[src/rtl/mte_pkg.sv]
`timescale 1ns / 1ps
// ============================================================================
// mte_pkg
// Shared types, constants and triangle tables of the tetrahedron surface
// extractor.
// ============================================================================
package mte_pkg;

    localparam int KEY_TABLE_DEPTH  = 4096;
    localparam int KT_ADDR_BITS     = $clog2(KEY_TABLE_DEPTH);
    localparam int MESH_VERTEX_BITS = 16;
    localparam int SURFACE_ID_BITS  = 20;
    localparam int HASH_MULT        = 40503;
    localparam int QUEUE_DEPTH      = 4;
    localparam int Q_PTR_BITS       = $clog2(QUEUE_DEPTH);
    localparam int IN_DATA_BITS     = 144;
    localparam int OUT_DATA_BITS    = 168;
    localparam int OUT_USER_BITS    = 3;

    localparam logic [SURFACE_ID_BITS-1:0] ID_MAX = {SURFACE_ID_BITS{1'b1}};

    typedef struct packed {
        logic signed [31:0]          val;
        logic signed [31:0]          x;
        logic signed [31:0]          y;
        logic signed [31:0]          z;
        logic [MESH_VERTEX_BITS-1:0] mv;
    } vtx_src_t;

    typedef struct packed {
        vtx_src_t c0;
        vtx_src_t c1;
        logic     tri_end;
        logic     tetra_end;
    } ref_t;

    typedef struct packed {
        logic                        valid;
        logic [MESH_VERTEX_BITS-1:0] lo;
        logic [MESH_VERTEX_BITS-1:0] hi;
        logic [SURFACE_ID_BITS-1:0]  id;
    } key_entry_t;

    typedef struct packed {
        logic [SURFACE_ID_BITS-1:0]  id;
        logic                        is_new;
        logic signed [31:0]          x;
        logic signed [31:0]          y;
        logic signed [31:0]          z;
        logic [MESH_VERTEX_BITS-1:0] first;
        logic [MESH_VERTEX_BITS-1:0] second;
        logic [15:0]                 frac;
        logic                        tri_end;
        logic                        tetra_end;
        logic                        ovf;
    } out_item_t;

    typedef enum logic [1:0] {
        FR_COLLECT,
        FR_CODE,
        FR_CLASS,
        FR_EMIT
    } front_state_t;

    typedef enum logic [3:0] {
        BK_CLEAR,
        BK_IDLE,
        BK_SETUP,
        BK_ABS,
        BK_PREP,
        BK_DIV,
        BK_MUL,
        BK_ADD,
        BK_RD,
        BK_CHK,
        BK_OUT
    } back_state_t;

    typedef enum logic [2:0] {
        COND_NEVER,
        COND_ALWAYS,
        COND_BM0,
        COND_BM1,
        COND_BM2,
        COND_BM3
    } tri_cond_t;

    localparam logic [2:0] SYM_V0 = 3'd0;
    localparam logic [2:0] SYM_V1 = 3'd1;
    localparam logic [2:0] SYM_V2 = 3'd2;
    localparam logic [2:0] SYM_V3 = 3'd3;
    localparam logic [2:0] SYM_W0 = 3'd4;
    localparam logic [2:0] SYM_W1 = 3'd5;
    localparam logic [2:0] SYM_W2 = 3'd6;
    localparam logic [2:0] SYM_W3 = 3'd7;

    localparam logic [1:0] PC_ONE   = 2'd0;
    localparam logic [1:0] PC_TWO   = 2'd1;
    localparam logic [1:0] PC_THREE = 2'd2;
    localparam logic [1:0] PC_FOUR  = 2'd3;

    typedef struct packed {
        tri_cond_t  cond;
        logic [2:0] s0;
        logic [2:0] s1;
        logic [2:0] s2;
    } tri_spec_t;

    // corner order per code, packed {m3, m2, m1, m0}
    localparam logic [7:0] REMAP [16] = '{
        8'hE4, 8'hE4, 8'hC9, 8'hE4, 8'hD2, 8'h78, 8'hC9, 8'h1B,
        8'h1B, 8'h9C, 8'h2D, 8'hD2, 8'h4E, 8'hC9, 8'hE4, 8'hE4
    };

    // crossing edges of the two-inside case, packed {j3, j2, j1, j0}
    localparam logic [7:0] CROSS_A = 8'h50;
    localparam logic [7:0] CROSS_B = 8'hEB;

    function automatic logic [1:0] pick(input logic [7:0] m, input logic [1:0] k);
        logic [1:0] r;
        case (k)
            2'd0:    r = m[1:0];
            2'd1:    r = m[3:2];
            2'd2:    r = m[5:4];
            default: r = m[7:6];
        endcase
        return r;
    endfunction

    function automatic tri_spec_t mk(input tri_cond_t c, input logic [2:0] a,
                                     input logic [2:0] b, input logic [2:0] d);
        tri_spec_t r;
        r = '{c, a, b, d};
        return r;
    endfunction

    function automatic tri_spec_t tri_spec(input logic [1:0] pc, input logic [2:0] slot);
        tri_spec_t r;
        case ({pc, slot})
            {PC_FOUR, 3'd0}:  r = mk(COND_BM0, SYM_V1, SYM_V2, SYM_V3);
            {PC_FOUR, 3'd1}:  r = mk(COND_BM1, SYM_V3, SYM_V2, SYM_V0);
            {PC_FOUR, 3'd2}:  r = mk(COND_BM2, SYM_V1, SYM_V3, SYM_V0);
            {PC_FOUR, 3'd3}:  r = mk(COND_BM3, SYM_V2, SYM_V1, SYM_V0);
            {PC_ONE, 3'd0}:   r = mk(COND_ALWAYS, SYM_W0, SYM_W1, SYM_W2);
            {PC_ONE, 3'd1}:   r = mk(COND_BM1, SYM_W1, SYM_V0, SYM_W2);
            {PC_ONE, 3'd2}:   r = mk(COND_BM2, SYM_W2, SYM_V0, SYM_W0);
            {PC_ONE, 3'd3}:   r = mk(COND_BM3, SYM_W0, SYM_V0, SYM_W1);
            {PC_TWO, 3'd0}:   r = mk(COND_ALWAYS, SYM_W0, SYM_W2, SYM_W1);
            {PC_TWO, 3'd1}:   r = mk(COND_ALWAYS, SYM_W0, SYM_W3, SYM_W2);
            {PC_TWO, 3'd2}:   r = mk(COND_BM0, SYM_V1, SYM_W2, SYM_W3);
            {PC_TWO, 3'd3}:   r = mk(COND_BM1, SYM_V0, SYM_W0, SYM_W1);
            {PC_TWO, 3'd4}:   r = mk(COND_BM2, SYM_V1, SYM_W3, SYM_W0);
            {PC_TWO, 3'd5}:   r = mk(COND_BM2, SYM_V1, SYM_W0, SYM_V0);
            {PC_TWO, 3'd6}:   r = mk(COND_BM3, SYM_V0, SYM_W1, SYM_W2);
            {PC_TWO, 3'd7}:   r = mk(COND_BM3, SYM_V0, SYM_W2, SYM_V1);
            {PC_THREE, 3'd0}: r = mk(COND_ALWAYS, SYM_W2, SYM_W1, SYM_W0);
            {PC_THREE, 3'd1}: r = mk(COND_BM0, SYM_V1, SYM_V2, SYM_V3);
            {PC_THREE, 3'd2}: r = mk(COND_BM1, SYM_V2, SYM_W1, SYM_W2);
            {PC_THREE, 3'd3}: r = mk(COND_BM1, SYM_V2, SYM_W2, SYM_V3);
            {PC_THREE, 3'd4}: r = mk(COND_BM2, SYM_V3, SYM_W2, SYM_W0);
            {PC_THREE, 3'd5}: r = mk(COND_BM2, SYM_V3, SYM_W0, SYM_V1);
            {PC_THREE, 3'd6}: r = mk(COND_BM3, SYM_V1, SYM_W0, SYM_W1);
            {PC_THREE, 3'd7}: r = mk(COND_BM3, SYM_V1, SYM_W1, SYM_V2);
            default:          r = mk(COND_NEVER, SYM_V0, SYM_V0, SYM_V0);
        endcase
        return r;
    endfunction

endpackage

[src/rtl/mte_front.sv]
`timescale 1ns / 1ps
// ============================================================================
// mte_front
// Collects four corner items, classifies the tetrahedron and issues one
// vertex reference per cycle towards the reference queue while it is not full.
// ============================================================================
module mte_front
(
    input  logic               clk,
    input  logic               rst_n,
    input  logic               in_valid,
    output logic               in_ready,
    input  mte_pkg::vtx_src_t  in_corner,
    input  logic               in_bnd,
    input  logic               enable,
    input  logic signed [31:0] thr,
    output logic               push_valid,
    output mte_pkg::ref_t      push_ref,
    input  logic               push_full
);
    import mte_pkg::*;

    front_state_t state_reg, state_next;
    logic [1:0]   cnt_reg, cnt_next;
    logic [2:0]   slot_reg, slot_next;
    logic [1:0]   vtx_reg, vtx_next;
    logic         pend_valid_reg, pend_valid_next;

    vtx_src_t           corner_mem [4];
    logic signed [31:0] val_reg [4];
    logic [3:0]         bnd_reg;
    logic [3:0]         code_reg;
    logic [1:0]         pc_reg;
    logic [7:0]         m_reg;
    logic [7:0]         mask_reg;
    ref_t               pend_reg;

    logic       accept;
    logic [1:0] pc_cls;
    logic [7:0] m_cls;
    logic [7:0] mask_cls;
    tri_spec_t  spec;
    tri_spec_t  spec_cls;
    logic       slot_en;
    logic       last_slot;
    logic       issue;
    logic [2:0] sym;
    logic [1:0] ia;
    logic [1:0] ib;

    assign in_ready   = (state_reg == FR_COLLECT) && enable;
    assign accept     = in_ready && in_valid;
    assign push_valid = pend_valid_reg;
    assign push_ref   = pend_reg;

    always_comb
    begin
        pc_cls   = 2'($countones(code_reg) - 1);
        m_cls    = REMAP[code_reg];
        mask_cls = 8'd0;
        spec_cls = mk(COND_NEVER, SYM_V0, SYM_V0, SYM_V0);
        for (int s = 0; s < 8; s++)
        begin
            spec_cls = tri_spec(pc_cls, 3'(s));
            case (spec_cls.cond)
                COND_ALWAYS: mask_cls[s] = 1'b1;
                COND_BM0:    mask_cls[s] = bnd_reg[pick(m_cls, 2'd0)];
                COND_BM1:    mask_cls[s] = bnd_reg[pick(m_cls, 2'd1)];
                COND_BM2:    mask_cls[s] = bnd_reg[pick(m_cls, 2'd2)];
                COND_BM3:    mask_cls[s] = bnd_reg[pick(m_cls, 2'd3)];
                default:     mask_cls[s] = 1'b0;
            endcase
        end
    end

    always_comb
    begin
        spec      = tri_spec(pc_reg, slot_reg);
        slot_en   = mask_reg[slot_reg];
        last_slot = (mask_reg & ~((8'd2 << slot_reg) - 8'd1)) == 8'd0;
        case (vtx_reg)
            2'd0:    sym = spec.s0;
            2'd1:    sym = spec.s1;
            default: sym = spec.s2;
        endcase
        if (!sym[2])
        begin
            ia = pick(m_reg, sym[1:0]);
            ib = ia;
        end
        else if (pc_reg == PC_TWO)
        begin
            ia = pick(m_reg, pick(CROSS_A, sym[1:0]));
            ib = pick(m_reg, pick(CROSS_B, sym[1:0]));
        end
        else
        begin
            ia = pick(m_reg, 2'd0);
            ib = pick(m_reg, sym[1:0] + 2'd1);
        end
    end

    assign issue = (state_reg == FR_EMIT) && slot_en && (!pend_valid_reg || !push_full);

    always_comb
    begin
        state_next      = state_reg;
        cnt_next        = cnt_reg;
        slot_next       = slot_reg;
        vtx_next        = vtx_reg;
        pend_valid_next = issue || (pend_valid_reg && push_full);
        case (state_reg)
            FR_COLLECT:
            begin
                if (accept)
                begin
                    cnt_next = cnt_reg + 2'd1;
                    if (cnt_reg == 2'd3)
                    begin
                        state_next = FR_CODE;
                    end
                end
            end
            FR_CODE:
            begin
                state_next = FR_CLASS;
            end
            FR_CLASS:
            begin
                slot_next = 3'd0;
                vtx_next  = 2'd0;
                if (code_reg == 4'd0 || mask_cls == 8'd0)
                begin
                    state_next = FR_COLLECT;
                end
                else
                begin
                    state_next = FR_EMIT;
                end
            end
            FR_EMIT:
            begin
                if (!slot_en)
                begin
                    slot_next = slot_reg + 3'd1;
                end
                else if (issue)
                begin
                    if (vtx_reg == 2'd2)
                    begin
                        vtx_next  = 2'd0;
                        slot_next = slot_reg + 3'd1;
                        if (last_slot)
                        begin
                            state_next = FR_COLLECT;
                        end
                    end
                    else
                    begin
                        vtx_next = vtx_reg + 2'd1;
                    end
                end
            end
            default:
            begin
                state_next = FR_COLLECT;
            end
        endcase
    end

    always_ff @(posedge clk or negedge rst_n)
    begin
        if (!rst_n)
        begin
            state_reg      <= FR_COLLECT;
            cnt_reg        <= 2'd0;
            slot_reg       <= 3'd0;
            vtx_reg        <= 2'd0;
            pend_valid_reg <= 1'b0;
        end
        else
        begin
            state_reg      <= state_next;
            cnt_reg        <= cnt_next;
            slot_reg       <= slot_next;
            vtx_reg        <= vtx_next;
            pend_valid_reg <= pend_valid_next;
        end
    end

    always_ff @(posedge clk)
    begin
        if (accept)
        begin
            corner_mem[cnt_reg] <= in_corner;
            val_reg[cnt_reg]    <= in_corner.val;
            bnd_reg[cnt_reg]    <= in_bnd;
        end
        if (state_reg == FR_CODE)
        begin
            for (int j = 0; j < 4; j++)
            begin
                code_reg[j] <= val_reg[j] < thr;
            end
        end
        if (state_reg == FR_CLASS)
        begin
            pc_reg   <= pc_cls;
            m_reg    <= m_cls;
            mask_reg <= mask_cls;
        end
        if (issue)
        begin
            pend_reg.c0        <= corner_mem[ia];
            pend_reg.c1        <= corner_mem[ib];
            pend_reg.tri_end   <= vtx_reg == 2'd2;
            pend_reg.tetra_end <= (vtx_reg == 2'd2) && last_slot;
        end
    end

endmodule

[config.mk]
export PLATFORM = sky130hd
export DESIGN_NAME = mte_front
export DESIGN_NICKNAME = d
export VERILOG_FILES = /design/src/rtl/mte_pkg.sv /design/src/rtl/mte_front.sv
export SDC_FILE = /design/constraint.sdc
export NUM_CORES = 1
export LEC_CHECK = 0
export ABC_CLOCK_PERIOD_IN_PS = 25400
export BUFFER_PORTS_ARGS = -buffer_cell sky130_fd_sc_hd__buf_2
export CELL_PAD_IN_SITES_DETAIL_PLACEMENT = 1
export CELL_PAD_IN_SITES_GLOBAL_PLACEMENT = 1
export CORE_ASPECT_RATIO = 1.4
export CORE_UTILIZATION = 50
export DETAILED_ROUTE_END_ITERATION = 10
export PLACE_DENSITY_LB_ADDON = 0.1
export SYNTH_ARGS = -nofsm -noshare
export SYNTH_HDL_FRONTEND = slang
export SYNTH_SLANG_ARGS = --single-unit
export TNS_END_PERCENT = 50
[constraint.sdc]
create_clock -name clk -period 25.4 [get_ports clk]
set_clock_uncertainty 0.2 [all_clocks]
set_input_delay 2.54 -clock clk [delete_from_list [all_inputs] [get_ports clk]]
set_output_delay 2.54 -clock clk [all_outputs]
set_load 0.03 [all_outputs]
==> results.md <==
* Outcome: finished, final reports clean
* Core area at ~0.08 mm²
* Worst-margin pin slew at 1.38 ns
* Die Span X at 244 µm
* Highest cell delay on the worst timing path at about 0.87 ns
* Wire per inst at around 26 µm
* Number of global-route vias before repair at ~26,000
* Ports at ~470
* Die height at approximately 340 µm
* Path type of the worst setup path: reg -> reg
* Final Setup Violations at 0
* CTS buffer count at 86
* Post-Syn Area at approximately 0.041 mm²
* Starting density of the core at 0.507
* Hold crit path type: reg -> reg
* Std cell rows at 123
* Crit-path most repeated cell: o21ai_0
* Area growth, synth to finish at 15.2%
* Total grt overflow at 0
* PortBufs at between 400 and 500
* Final hold vios at 0
* # H-tree levels at 3
* RSZ-0062 raised after global routing: false
* Drt first pass iters at 6
* Post-synth ARST share at 0.0111
* Max-slew violations at 0
* Die ar. at around 0.083 mm²
* Relative slew margins at 0.0771
* Final period util at 0.272
* Antenna-violating nets left at 0
* Buf+Inv Stages, Crit Path at 4
* Number of remaining DRC errors at 0
* Max FFs per register at approximately 570
* CTS max path bufs at 3
* GRT Overall Usage at 0.254
* Syn Inst Count at between 2,000 and 2,500
* Largest net degree at the start of global routing at around 170
* CP max stage cell: buf_4
* Yosys warning count at 0
* Layout cell share with drive strength beyond 1 at 0.219
* Crit path cell chain: inv_1 > ha_1 > nor3_1 > o21ai_0 > o311ai_0 > o21ai_0 > o21ai_0 > ha_1 > a222oi_1 > nand2_1 > o21ai_0 > mux2i_4 > buf_4 > buf_4 > buf_4 > mux2i_1 > mux2i_1
* Post-CTS Repair Setup Buffers at 0
* Worst-skew pair later-pin latency at between 0.6 and 0.7 ns
* Ys flop type: edfxtp_1
* Clock transition at the registers of the reported paths at roughly 0.07 ns
* CP delay by family, top: buffers and inverters
* Number of flops mapped to enable cells by yosys at 890
* Post-synth cell types at between 60 and 70
* Worst Path Max Fanout at just over 60
* Hold Buf Count CTS at 0
* Synth Area per Inst at approximately 17 µm²
* Crit path capture type: flop
* Initial antenna violation count at 31
* Wire length of the first global-routing pass at about 160,000 µm
* Setup TNS at 0 ns
* Final GP Congestion at 0.845
* Syn Nets at approximately 2,800
* Sequential area share after synthesis at 0.659
* CP Launch Type: flop
* Critical Path AT at between 7 and 8 ns
* CTS tree: done
* Worst Path Required at 25.55 ns
* Period minus WS final at 6.91 ns
* WL final at approximately 110,000 µm
* Register bit total from synthesis at 900
* Util after Layout at 0.585
* Clock Root Buffer: clkbuf_16
* DR iter-0 viols at between 1,000 and 1,500
* Layout Nets at approximately 3,300
* Resize count post-CTS at 0
* HPWL after detailed placement at between 70,000 and 80,000 µm
* Vias at around 23,000
* CTS sink cnt at 900
* Max Cap Viol at 0
* Vias per cell at ~5.7
* F_max at 145 MHz
cells in the mapped netlist (7+ instances only):
master      n  share of area
edfxtp_1  890           0.65
mux2i_1   884           0.22
ha_1      157          0.048
inv_1      54         0.0050
buf_2      49         0.0060
buf_4      48         0.0088
a21oi_1    41         0.0050
a21o_1     37         0.0068
o21ai_0    32         0.0039
nand2_1    30         0.0028
nor2_1     24         0.0022
nand4_1    20         0.0031
nand2b_1   17         0.0026
nand3_1    11         0.0013
nor3_1     11         0.0013
dfrtp_1    10         0.0061
nor2b_1    10         0.0015
a211oi_1    8         0.0015
clkbuf_1    8        0.00073
a31oi_1     7         0.0011
mux2_2      7         0.0019
final timing paths:
| check | cells after the start | slack [ns] | start | end |
|---|---|---|---|---|
| worst max-delay path | 17 | 18.49 | slot_reg[1]$_DFFE_PN0P_ | push_ref[22]$_DFFE_PP_ |
| min in group asynchronous | 1 | 1.55 | rst_n | cnt_reg[0]$_DFFE_PN0P_ |
| max in group asynchronous | 1 | 23.24 | rst_n | state_reg[0]$_DFFE_PN0P_ |
| worst min-delay path | 2 | 0.43 | corner_mem[1][24]$_DFFE_PP_ | push_ref[26]$_DFFE_PP_ |
| worst max register to register | 17 | 18.49 | slot_reg[1]$_DFFE_PN0P_ | push_ref[22]$_DFFE_PP_ |
| worst min register to register | 2 | 0.43 | corner_mem[1][24]$_DFFE_PP_ | push_ref[26]$_DFFE_PP_ |
per-stage QoR:
stage	setup WS, ns	hold WS, ns	std cells	cell area, µm²
floorplan	6.89	0.335	2451	40900
global placement	19.05	0.407	3909	44300
detailed placement	18.50	0.430	3909	44300
CTS	18.48	0.438	4061	47100
global route	17.92	0.451	4070	47100
finish	18.49	0.435	4072	47100
worst register-to-register path: cells and delay by family (launching register included):
family          cells  cell delay [ns]
flops               1             0.65
mux                 3             0.67
compound gates      6             1.36
buf+inv             4             2.75
fa+ha+maj           2             0.70
simple gates        2             0.27
routing by layer:
layer,up-vias,GRT usage,routed length (µm)
li1,10600,-,-
met1,11900,0.284,40300
met2,628,0.464,55800
met3,208,0.0563,5910
met4,32,0.102,3820
met5,-,0,211
placed cells by master (no fill, tap or decap), drive strengths merged, types with 31 or more instances in the layout:
| master | n |
|---|---|
| a21o | 37 |
| o21ai | 33 |
| a21oi | 42 |
| edfxtp | 890 |
| clkinv | 31 |
| buf | 504 |
| clkbuf | 106 |
| mux2i | 884 |
| ha | 157 |
| inv | 61 |
layout make-up:
cell class,instances,area [µm²]
fillers,7516,33500
flip-flops and latches,900,27000
multi-input cells,1386,13100
repair buffers,504,2640
clock buffers,106,2270
well taps,1062,1330
clock inverters,46,544
inverters,57,214
diodes,11,27.5
kinds of logic after synthesis:
group           after synthesis  synth area share
flops                       900             0.659
xor+xnor                      3          0.000642
mux                         895             0.220
buf+inv                     165            0.0214
simple gates                154            0.0203
fa+ha+maj                   158            0.0485
compound gates              176            0.0295
Power is left out: the tool's default activity adds up to more than one toggle a clock period on the data nets, which glitch-free logic cannot reach.
