--- src/rtl/mte_pkg.sv ---
`timescale 1ns / 1ps
// ============================================================================
// mte_pkg
// Shared types, constants and triangle tables of the tetrahedron surface
// extractor.
// ============================================================================
package mte_pkg;

    localparam int KEY_TABLE_DEPTH  = 4096;
    localparam int KT_ADDR_BITS     = $clog2(KEY_TABLE_DEPTH);
    localparam int MESH_VERTEX_BITS = 16;
    localparam int SURFACE_ID_BITS  = 20;
    localparam int HASH_MULT        = 40503;
    localparam int QUEUE_DEPTH      = 4;
    localparam int Q_PTR_BITS       = $clog2(QUEUE_DEPTH);
    localparam int IN_DATA_BITS     = 144;
    localparam int OUT_DATA_BITS    = 168;
    localparam int OUT_USER_BITS    = 3;

    localparam logic [SURFACE_ID_BITS-1:0] ID_MAX = {SURFACE_ID_BITS{1'b1}};

    typedef struct packed {
        logic signed [31:0]          val;
        logic signed [31:0]          x;
        logic signed [31:0]          y;
        logic signed [31:0]          z;
        logic [MESH_VERTEX_BITS-1:0] mv;
    } vtx_src_t;

    typedef struct packed {
        vtx_src_t c0;
        vtx_src_t c1;
        logic     tri_end;
        logic     tetra_end;
    } ref_t;

    typedef struct packed {
        logic                        valid;
        logic [MESH_VERTEX_BITS-1:0] lo;
        logic [MESH_VERTEX_BITS-1:0] hi;
        logic [SURFACE_ID_BITS-1:0]  id;
    } key_entry_t;

    typedef struct packed {
        logic [SURFACE_ID_BITS-1:0]  id;
        logic                        is_new;
        logic signed [31:0]          x;
        logic signed [31:0]          y;
        logic signed [31:0]          z;
        logic [MESH_VERTEX_BITS-1:0] first;
        logic [MESH_VERTEX_BITS-1:0] second;
        logic [15:0]                 frac;
        logic                        tri_end;
        logic                        tetra_end;
        logic                        ovf;
    } out_item_t;

    typedef enum logic [1:0] {
        FR_COLLECT,
        FR_CODE,
        FR_CLASS,
        FR_EMIT
    } front_state_t;

    typedef enum logic [3:0] {
        BK_CLEAR,
        BK_IDLE,
        BK_SETUP,
        BK_ABS,
        BK_PREP,
        BK_DIV,
        BK_MUL,
        BK_ADD,
        BK_RD,
        BK_CHK,
        BK_OUT
    } back_state_t;

    typedef enum logic [2:0] {
        COND_NEVER,
        COND_ALWAYS,
        COND_BM0,
        COND_BM1,
        COND_BM2,
        COND_BM3
    } tri_cond_t;

    localparam logic [2:0] SYM_V0 = 3'd0;
    localparam logic [2:0] SYM_V1 = 3'd1;
    localparam logic [2:0] SYM_V2 = 3'd2;
    localparam logic [2:0] SYM_V3 = 3'd3;
    localparam logic [2:0] SYM_W0 = 3'd4;
    localparam logic [2:0] SYM_W1 = 3'd5;
    localparam logic [2:0] SYM_W2 = 3'd6;
    localparam logic [2:0] SYM_W3 = 3'd7;

    localparam logic [1:0] PC_ONE   = 2'd0;
    localparam logic [1:0] PC_TWO   = 2'd1;
    localparam logic [1:0] PC_THREE = 2'd2;
    localparam logic [1:0] PC_FOUR  = 2'd3;

    typedef struct packed {
        tri_cond_t  cond;
        logic [2:0] s0;
        logic [2:0] s1;
        logic [2:0] s2;
    } tri_spec_t;

    // corner order per code, packed {m3, m2, m1, m0}
    localparam logic [7:0] REMAP [16] = '{
        8'hE4, 8'hE4, 8'hC9, 8'hE4, 8'hD2, 8'h78, 8'hC9, 8'h1B,
        8'h1B, 8'h9C, 8'h2D, 8'hD2, 8'h4E, 8'hC9, 8'hE4, 8'hE4
    };

    // crossing edges of the two-inside case, packed {j3, j2, j1, j0}
    localparam logic [7:0] CROSS_A = 8'h50;
    localparam logic [7:0] CROSS_B = 8'hEB;

    function automatic logic [1:0] pick(input logic [7:0] m, input logic [1:0] k);
        logic [1:0] r;
        case (k)
            2'd0:    r = m[1:0];
            2'd1:    r = m[3:2];
            2'd2:    r = m[5:4];
            default: r = m[7:6];
        endcase
        return r;
    endfunction

    function automatic tri_spec_t mk(input tri_cond_t c, input logic [2:0] a,
                                     input logic [2:0] b, input logic [2:0] d);
        tri_spec_t r;
        r = '{c, a, b, d};
        return r;
    endfunction

    function automatic tri_spec_t tri_spec(input logic [1:0] pc, input logic [2:0] slot);
        tri_spec_t r;
        case ({pc, slot})
            {PC_FOUR, 3'd0}:  r = mk(COND_BM0, SYM_V1, SYM_V2, SYM_V3);
            {PC_FOUR, 3'd1}:  r = mk(COND_BM1, SYM_V3, SYM_V2, SYM_V0);
            {PC_FOUR, 3'd2}:  r = mk(COND_BM2, SYM_V1, SYM_V3, SYM_V0);
            {PC_FOUR, 3'd3}:  r = mk(COND_BM3, SYM_V2, SYM_V1, SYM_V0);
            {PC_ONE, 3'd0}:   r = mk(COND_ALWAYS, SYM_W0, SYM_W1, SYM_W2);
            {PC_ONE, 3'd1}:   r = mk(COND_BM1, SYM_W1, SYM_V0, SYM_W2);
            {PC_ONE, 3'd2}:   r = mk(COND_BM2, SYM_W2, SYM_V0, SYM_W0);
            {PC_ONE, 3'd3}:   r = mk(COND_BM3, SYM_W0, SYM_V0, SYM_W1);
            {PC_TWO, 3'd0}:   r = mk(COND_ALWAYS, SYM_W0, SYM_W2, SYM_W1);
            {PC_TWO, 3'd1}:   r = mk(COND_ALWAYS, SYM_W0, SYM_W3, SYM_W2);
            {PC_TWO, 3'd2}:   r = mk(COND_BM0, SYM_V1, SYM_W2, SYM_W3);
            {PC_TWO, 3'd3}:   r = mk(COND_BM1, SYM_V0, SYM_W0, SYM_W1);
            {PC_TWO, 3'd4}:   r = mk(COND_BM2, SYM_V1, SYM_W3, SYM_W0);
            {PC_TWO, 3'd5}:   r = mk(COND_BM2, SYM_V1, SYM_W0, SYM_V0);
            {PC_TWO, 3'd6}:   r = mk(COND_BM3, SYM_V0, SYM_W1, SYM_W2);
            {PC_TWO, 3'd7}:   r = mk(COND_BM3, SYM_V0, SYM_W2, SYM_V1);
            {PC_THREE, 3'd0}: r = mk(COND_ALWAYS, SYM_W2, SYM_W1, SYM_W0);
            {PC_THREE, 3'd1}: r = mk(COND_BM0, SYM_V1, SYM_V2, SYM_V3);
            {PC_THREE, 3'd2}: r = mk(COND_BM1, SYM_V2, SYM_W1, SYM_W2);
            {PC_THREE, 3'd3}: r = mk(COND_BM1, SYM_V2, SYM_W2, SYM_V3);
            {PC_THREE, 3'd4}: r = mk(COND_BM2, SYM_V3, SYM_W2, SYM_W0);
            {PC_THREE, 3'd5}: r = mk(COND_BM2, SYM_V3, SYM_W0, SYM_V1);
            {PC_THREE, 3'd6}: r = mk(COND_BM3, SYM_V1, SYM_W0, SYM_W1);
            {PC_THREE, 3'd7}: r = mk(COND_BM3, SYM_V1, SYM_W1, SYM_V2);
            default:          r = mk(COND_NEVER, SYM_V0, SYM_V0, SYM_V0);
        endcase
        return r;
    endfunction

endpackage

--- src/rtl/mte_queue.sv ---
`timescale 1ns / 1ps
// ============================================================================
// mte_queue
// Short first-in first-out queue of vertex references between front and back.
// ============================================================================
module mte_queue
(
    input  logic          clk,
    input  logic          rst_n,
    input  logic          push,
    input  mte_pkg::ref_t push_data,
    output logic          full,
    input  logic          pop,
    output mte_pkg::ref_t head,
    output logic          empty
);
    import mte_pkg::*;

    ref_t                slot_mem [QUEUE_DEPTH];
    logic [Q_PTR_BITS-1:0] wr_ptr_reg, wr_ptr_next;
    logic [Q_PTR_BITS-1:0] rd_ptr_reg, rd_ptr_next;
    logic [Q_PTR_BITS:0]   count_reg, count_next;
    logic                  do_push;
    logic                  do_pop;

    assign full    = count_reg == (Q_PTR_BITS+1)'(QUEUE_DEPTH);
    assign empty   = count_reg == '0;
    assign head    = slot_mem[rd_ptr_reg];
    assign do_push = push && !full;
    assign do_pop  = pop && !empty;

    always_comb
    begin
        wr_ptr_next = do_push ? wr_ptr_reg + 1'b1 : wr_ptr_reg;
        rd_ptr_next = do_pop ? rd_ptr_reg + 1'b1 : rd_ptr_reg;
        count_next  = count_reg + (Q_PTR_BITS+1)'(do_push) - (Q_PTR_BITS+1)'(do_pop);
    end

    always_ff @(posedge clk or negedge rst_n)
    begin
        if (!rst_n)
        begin
            wr_ptr_reg <= '0;
            rd_ptr_reg <= '0;
            count_reg  <= '0;
        end
        else
        begin
            wr_ptr_reg <= wr_ptr_next;
            rd_ptr_reg <= rd_ptr_next;
            count_reg  <= count_next;
        end
    end

    always_ff @(posedge clk)
    begin
        if (do_push)
        begin
            slot_mem[wr_ptr_reg] <= push_data;
        end
    end

endmodule

--- config.mk ---
export PLATFORM = sky130hd
export DESIGN_NAME = mte_queue
export DESIGN_NICKNAME = d
export VERILOG_FILES = /design/src/rtl/mte_pkg.sv /design/src/rtl/mte_queue.sv
export SDC_FILE = /design/constraint.sdc
export NUM_CORES = 1
export LEC_CHECK = 0
export ABC_AREA = 0
export ABC_CLOCK_PERIOD_IN_PS = 10290
export BUFFER_PORTS_ARGS = -buffer_cell sky130_fd_sc_hd__buf_2
export CORE_UTILIZATION = 49
export DETAILED_ROUTE_END_ITERATION = 6
export PLACE_DENSITY = 0.72
export RECOVER_POWER = 100
export SYNTH_ARGS = -nofsm -noshare
export SYNTH_HDL_FRONTEND = slang
export SYNTH_SLANG_ARGS = --single-unit
export TNS_END_PERCENT = 100
--- constraint.sdc ---
create_clock -name clk -period 10.29 [get_ports clk]
set_input_delay 0 -clock clk [delete_from_list [all_inputs] [get_ports clk]]
set_output_delay 0 -clock clk [all_outputs]
set_load 0.005 [all_outputs]
==> impl_metrics.json, run 1 <==
{
  "fillers": 5965,
  "clkSinkCount": 1167,
  "hpwl_um": 52600,
  "syn_inst": 1556,
  "worst_pin_slew_ns": 4.38,
  "violations": "capacitance limit, slew limit",
  "dieHeight_um": 297,
  "slew_violations": 923,
  "routed_wl_um": 90500,
  "setup_viol": 0,
  "crit_path_end_kind": "register",
  "p_leak_nw": 16.7,
  "p_sw_mw": 4.09,
  "critical_path_class": "register to register",
  "seq_area_um2": 35000,
  "final_area_um2": 52200,
  "grt_pass1_vias": 22116,
  "synth_area_leaders": "edfxtp_1, mux4_2, buf_12",
  "track_usage_pct": 20.6,
  "cts_tree": "built",
  "r2r_slack_ns": 3.83,
  "placementRows": 107,
  "r2r_end": "slot_mem[3][164]",
  "finalPower_mw": 14.4,
  "dieArea_um2": 88200,
  "yosysUniqueCellTypes": 22,
  "grt_max_degree": 146,
  "ctsHoldBuffers": 298,
  "cts_root_buffer": "clkbuf_16",
  "layout_min_cycle_time_ns": 6.46,
  "status": "finished, violations left",
  "pwr-share-clk_pct": 27.1,
  "die_w_um": 297,
  "post_cts_buffers": 0,
  "io_pins": 586,
  "min_path_type": "primary input to register",
  "nNetsFinal": 2806,
  "cp.required_ns": 10.49,
  "dr.pass1.iters": 5,
  "grt_pass1_wl_um": 137000,
  "drc": 0,
  "ctsLongestPathBuffers": 3,
  "drt_iter0_markers": 1639,
  "multi_input_area_um2": 6790,
  "grt-ovfl-total": 0,
  "drv_cap": 13,
  "tns_ns": 0,
  "worstPathArrival_ns": 6.66,
  "synth-warning-count": 0,
  "place.gp.congestion": 0.786,
  "maxSlewHeadroom_pct": -192,
  "numPortBuffers": 585,
  "synth-seq-cells": 1167,
  "cts.clk_slew.worst_paths_ns": 0.06,
  "p_seq_share_pct": 46.2,
  "via_per_inst": 5.47,
  "crit_fanout": 139,
  "yosysSeqAreaShare_pct": 82.1,
  "wire_per_inst_um": 24.1,
  "insertion_delay_ns": 0.70,
  "min_from": "push_data[280]",
  "largest_reg_flops": 1160,
  "switching_share_pct": 28.5,
  "worst_hold_path.endpoint": "slot_mem[0][280]",
  "coreArea_um2": 85700,
  "via_count": 20528,
  "start_kind": "register",
  "cts_resized": 0,
  "rr_startpoint": "count_reg[2]",
  "drive_gt1_share_pct": 21.0,
  "fin_skew_ns": 0.0282,
  "hold_depth": 2,
  "pwr-share-comb_pct": 26.7,
  "start_util_pct": 49.7,
  "drtAntennaViolNets": 0,
  "grt_antenna_before_repair": 8,
  "rsz0062_at_grt": "no",
  "cts_made_buffers": 111,
  "p_per_area_nw_per_um2": 275,
  "max_freq_mhz": 155,
  "dp.cells": 3238,
  "p_int_mw": 10.3,
  "syn_area_um2": 42600,
  "yosysTopAreaCellShare_pct": 81.7,
  "synth_top_area_cell": "edfxtp_1",
  "fin_hold_ws_ns": 0.119,
  "fin_cells": 3754,
  "synth.net_count": 1857,
  "syn_to_final_growth_pct": 22.6,
  "avgSynthCellArea_um2": 27.4,
  "htree_levels": 3,
  "placed_area_um2": 46400,
  "reg2reg_depth": 3,
  "hold_viol": 0,
  "peakVddDrop_mv": 0.234,
  "finalCritPeriodShare_pct": 62.8
}
==> worst max-delay path, stage by stage, from the launching register on <==
cell and delay, ns:
dfrtp_1 0.46, nor3b_1 0.24, and3b_1 1.96, clkbuf_2 3.05
==> cell usage after synthesis (all sizes together) <==
| library cell | count |
|---|---|
| and3b | 4 |
| buf | 62 |
| clkbuf | 3 |
| dfrtp | 7 |
| edfxtp | 1160 |
| fa | 1 |
| ha | 6 |
| inv | 6 |
| mux4 | 290 |
| nand2 | 1 |
| nand2b | 4 |
| nand4bb | 2 |
| nor3 | 1 |
| nor3b | 1 |
| o211ai | 2 |
| o311ai | 1 |
| o31ai | 1 |
| xnor2 | 4 |
==> kinds of logic after synthesis <==
group           after synthesis  share of synthesized area (%)
compound gates                4                         0.0734
xor+xnor                      4                         0.0822
fa+ha+maj                     7                          0.223
buf+inv                      71                           1.91
flops                      1167                           82.1
mux                         290                           15.3
simple gates                 13                          0.244
==> power by group through the flow <==
| stage | clock (mW) | sequential, mW | combinational, mW |
|---|---|---|---|
| 4_1_cts | 3.97 | 6.55 | 4.05 |
| 2_1_floorplan | 0 | 6.78 | 2.61 |
| 6_report | 3.90 | 6.64 | 3.84 |
| 5_1_grt | 4.15 | 6.71 | 4.10 |
| 3_5_place_dp | 0 | 6.63 | 3.93 |
| 3_3_place_gp | 0 | 6.57 | 3.89 |
==> routing by layer <==
layer / GRT usage, % / share of wire (%)
met1: 25.5 / 37
met2: 34.6 / 51
met3: 5.71 / 8.3
met4: 8.37 / 3.5
met5: 0 / 0
==> worst max-delay path by stage <==
| stage | from | end | slack [ns] | depth (start not counted) |
|---|---|---|---|---|
| 5_1_grt | count_reg[2] | slot_mem[3][132] | 3.37 | 3 |
| 3_3_place_gp | rd_ptr_reg[0] | head[162] | 6.60 | 4 |
| 2_1_floorplan | count_reg[2] | slot_mem[0][0] | 2.26 | 2 |
| 6_report | count_reg[2] | slot_mem[3][164] | 3.83 | 3 |
| 3_5_place_dp | rd_ptr_reg[0] | head[162] | 6.58 | 4 |
| 4_1_cts | rd_ptr_reg[0] | head[167] | 5.82 | 4 |
==> cell type report <==
| type | instances | area share, % |
|---|---|---|
| Antenna cell | 11 | 0.0527 |
| Clock buffer | 142 | 5.54 |
| Clock inverter | 65 | 1.19 |
| Inverter | 6 | 0.0431 |
| Multi-Input combinational cell | 318 | 13.0 |
| Sequential cell | 1167 | 67.0 |
| Tap cell | 1144 | 2.74 |
| Timing Repair Buffer | 901 | 10.4 |
==> layout by cell type, fill, tap and decap left out <==
cell type	Yosys	final
o311ai_0	1	1
clkbuf_2	0	4
o31ai_1	1	1
inv_6	0	1
bufinv_16	0	8
diode_2	0	11
ha_1	6	6
clkbuf_16	0	111
clkinv_4	0	2
dfrtp_4	0	1
inv_8	0	1
buf_12	30	4
inv_16	0	3
fa_1	1	1
and3b_1	4	4
nor3b_1	0	1
dfrtp_1	7	6
clkinv_1	0	22
o211ai_1	2	2
nand2b_1	4	4
clkinv_8	0	3
nor3_1	1	1
mux4_2	290	290
clkinvlp_4	0	1
dlygate4sd3_1	0	298
nand4bb_1	2	2
nand2_1	1	1
inv_1	6	6
buf_2	29	87
clkinv_16	0	1
clkinv_2	0	23
edfxtp_1	1160	1160
xnor2_1	4	4
clkbuf_1	3	534
buf_4	1	5
==> stage by stage <==
stage	setup WS [ns]	utilization, %
2_1_floorplan	2.26	-
3_3_place_gp	6.60	54.2
3_5_place_dp	6.58	54.2
4_1_cts	5.82	61.8
5_1_grt	3.37	61.0
6_report	3.83	61.0
(Power assumes the default switching activity.)
==> run 2, diff against run 1 <==
--- a/config.mk
+++ b/config.mk
@@ -6,11 +6,11 @@
 export NUM_CORES = 1
 export LEC_CHECK = 0
 export ABC_AREA = 0
-export ABC_CLOCK_PERIOD_IN_PS = 10290
+export ABC_CLOCK_PERIOD_IN_PS = 5600
 export BUFFER_PORTS_ARGS = -buffer_cell sky130_fd_sc_hd__buf_2
 export CORE_UTILIZATION = 49
 export DETAILED_ROUTE_END_ITERATION = 6
-export PLACE_DENSITY = 0.72
+export PLACE_DENSITY = 0.74
 export RECOVER_POWER = 100
 export SYNTH_ARGS = -nofsm -noshare
 export SYNTH_HDL_FRONTEND = slang
==> constraint.sdc (replaced) <==
create_clock -name clk -period 5.6 [get_ports clk]
set_input_delay 0 -clock clk [delete_from_list [all_inputs] [get_ports clk]]
set_output_delay 0 -clock clk [all_outputs]
set_load 0.005 [all_outputs]
==> run 2 against run 1 <==
Effect of this change:
- the flow still finishes with violations (capacitance limit, slew limit)
- critical path depth did not move
- register-to-register slack got worse by 2.3 ns
- non-clock buffer count up 7
- total power is 86% higher
- hold slack better by 0.018 ns
- clock power rose by 91%
- largest cell class unchanged
- largest power group unchanged
==> impl_metrics.json, run 2 (synthesis gave the netlist of run 1 again) <==
{
  "critical_path_class": "register to primary output",
  "p_leak_nw": 16.8,
  "routed_wl_um": 91000,
  "grt_pass1_vias": 22434,
  "cp.required_ns": 5.60,
  "cts.clk_slew.worst_paths_ns": 0.06,
  "clkSinkCount": 1167,
  "p_int_mw": 19.1,
  "setup_ws_ns": 1.44,
  "status": "finished, violations left",
  "hpwl_um": 52000,
  "layout_min_cycle_time_ns": 4.16,
  "finalCritPeriodShare_pct": 74.3,
  "syn_to_final_growth_pct": 23.2,
  "crit_fanout": 133,
  "cts_resized": 0,
  "drtAntennaViolNets": 0,
  "dieHeight_um": 297,
  "p_seq_share_pct": 45.4,
  "max_freq_mhz": 240,
  "wire_per_inst_um": 24.2,
  "dr.pass1.iters": 5,
  "placementRows": 107,
  "setup_viol": 0,
  "via_count": 20546,
  "worst_pin_slew_ns": 2.99,
  "place.gp.congestion": 0.766,
  "p_sw_mw": 7.55,
  "tns_ns": 0,
  "numPortBuffers": 585,
  "grt_max_degree": 134,
  "die_w_um": 297,
  "peakVddDrop_mv": 0.440,
  "drive_gt1_share_pct": 21.5,
  "track_usage_pct": 20.5,
  "cts_root_buffer": "clkbuf_16",
  "switching_share_pct": 28.3,
  "p_per_area_nw_per_um2": 508,
  "insertion_delay_ns": 0.66,
  "htree_levels": 3,
  "start_util_pct": 49.7,
  "final_cell_mix": "edfxtp_1, clkbuf_1, dlygate4sd3_1",
  "grt-ovfl-total": 0,
  "grt_antenna_before_repair": 7,
  "crit_path_end_kind": "primary output",
  "fin_skew_ns": 0.0109,
  "violations": "capacitance limit, slew limit",
  "final_util_pct": 61.3,
  "pwr-share-comb_pct": 26.7,
  "drt_iter0_markers": 1529,
  "via_per_inst": 5.46,
  "dpl_worst_slack_ns": 2.87,
  "cts_made_buffers": 112,
  "cts_tree": "built",
  "hold_viol": 0,
  "slew_violations": 456,
  "maxSlewHeadroom_pct": -99.2,
  "largest_reg_flops": 1160,
  "ctsLongestPathBuffers": 3,
  "post_cts_buffers": 0,
  "start_kind": "register",
  "io_pins": 586,
  "drc": 0,
  "coreArea_um2": 85700,
  "nNetsFinal": 2814,
  "final_common_cell": "edfxtp_1",
  "drv_cap": 9,
  "min_path_type": "primary input to register",
  "worstPathArrival_ns": 4.16,
  "dieArea_um2": 88200,
  "grt_pass1_wl_um": 137000,
  "pwr-share-clk_pct": 27.9,
  "rsz0062_at_grt": "no"
}
==> run 2: cell count changes in the layout (fill, tap and decap cells not counted), sizes merged <==
cell         change
diode            -3
buf              +8
clkinvlp         +4
dlygate4sd3      -4
bufinv           +4
clkbuf           -1
==> run 2: final timing paths <==
check,start,end,slack [ns],cells after the start
max,rd_ptr_reg[1],head[212],1.44,3
min,push_data[31],slot_mem[3][31],0.14,2
max reg2reg,count_reg[2],slot_mem[2][49],1.50,3
min reg2reg,wr_ptr_reg[1],wr_ptr_reg[1],0.64,2
max in group asynchronous,rst_n,rd_ptr_reg[1],5.00,3
min in group asynchronous,rst_n,count_reg[0],0.33,3
==> run 2: final cells by class <==
type / count / area [um^2]
diodes: 8 / 20.0
clock buffers: 138 / 2940
clock inverters: 73 / 732
fillers: 5899 / 33200
inverters: 6 / 22.5
multi-input cells: 318 / 6790
flip-flops and latches: 1167 / 35000
well taps: 1144 / 1430
repair buffers: 908 / 5550
==> run 2: stage by stage <==
step / cells / hold WS [ns] / instance area [um^2] / power, mW
floorplan: 1556 / -0.296 / 42600 / 16.9
global placement: 3249 / -0.159 / 46600 / 19.2
detailed placement: 3249 / -0.158 / 46600 / 19.4
CTS: 3754 / 0.0261 / 53200 / 27.1
global route: 3760 / 0.103 / 52500 / 27.7
finish: 3762 / 0.137 / 52500 / 26.7
==> run 2: routing by layer <==
layer / vias to the layer above / routed length, um / GRT usage [%]
li1: 8736 / - / -
met1: 10704 / 33100 / 24.7
met2: 930 / 47500 / 35.6
met3: 174 / 7490 / 5.80
met4: 2 / 2900 / 6.90
met5: - / 11 / 0
==> run 2: power groups by stage <==
stage          Sequential [mW]  Combinational, mW  Clock, mW
2_1_floorplan             12.1               4.81          0
3_3_place_gp              12.1               7.12          0
3_5_place_dp              12.2               7.21          0
4_1_cts                   12.1               7.45       7.57
5_1_grt                   12.2               7.62       7.91
6_report                  12.1               7.13       7.44
==> run 2: critical path, cell delays in order, from the launching register on <==
cell      delay, ns
dfrtp_4        0.86
clkbuf_4       1.60
mux4_2         0.58
buf_2          0.14
==> run 2: repair_timing <==
action / in CTS / in global routing
setup endpoints to repair: 0 / 0
hold endpoints to repair: 1172 / 0
hold buffers: 294 / 0
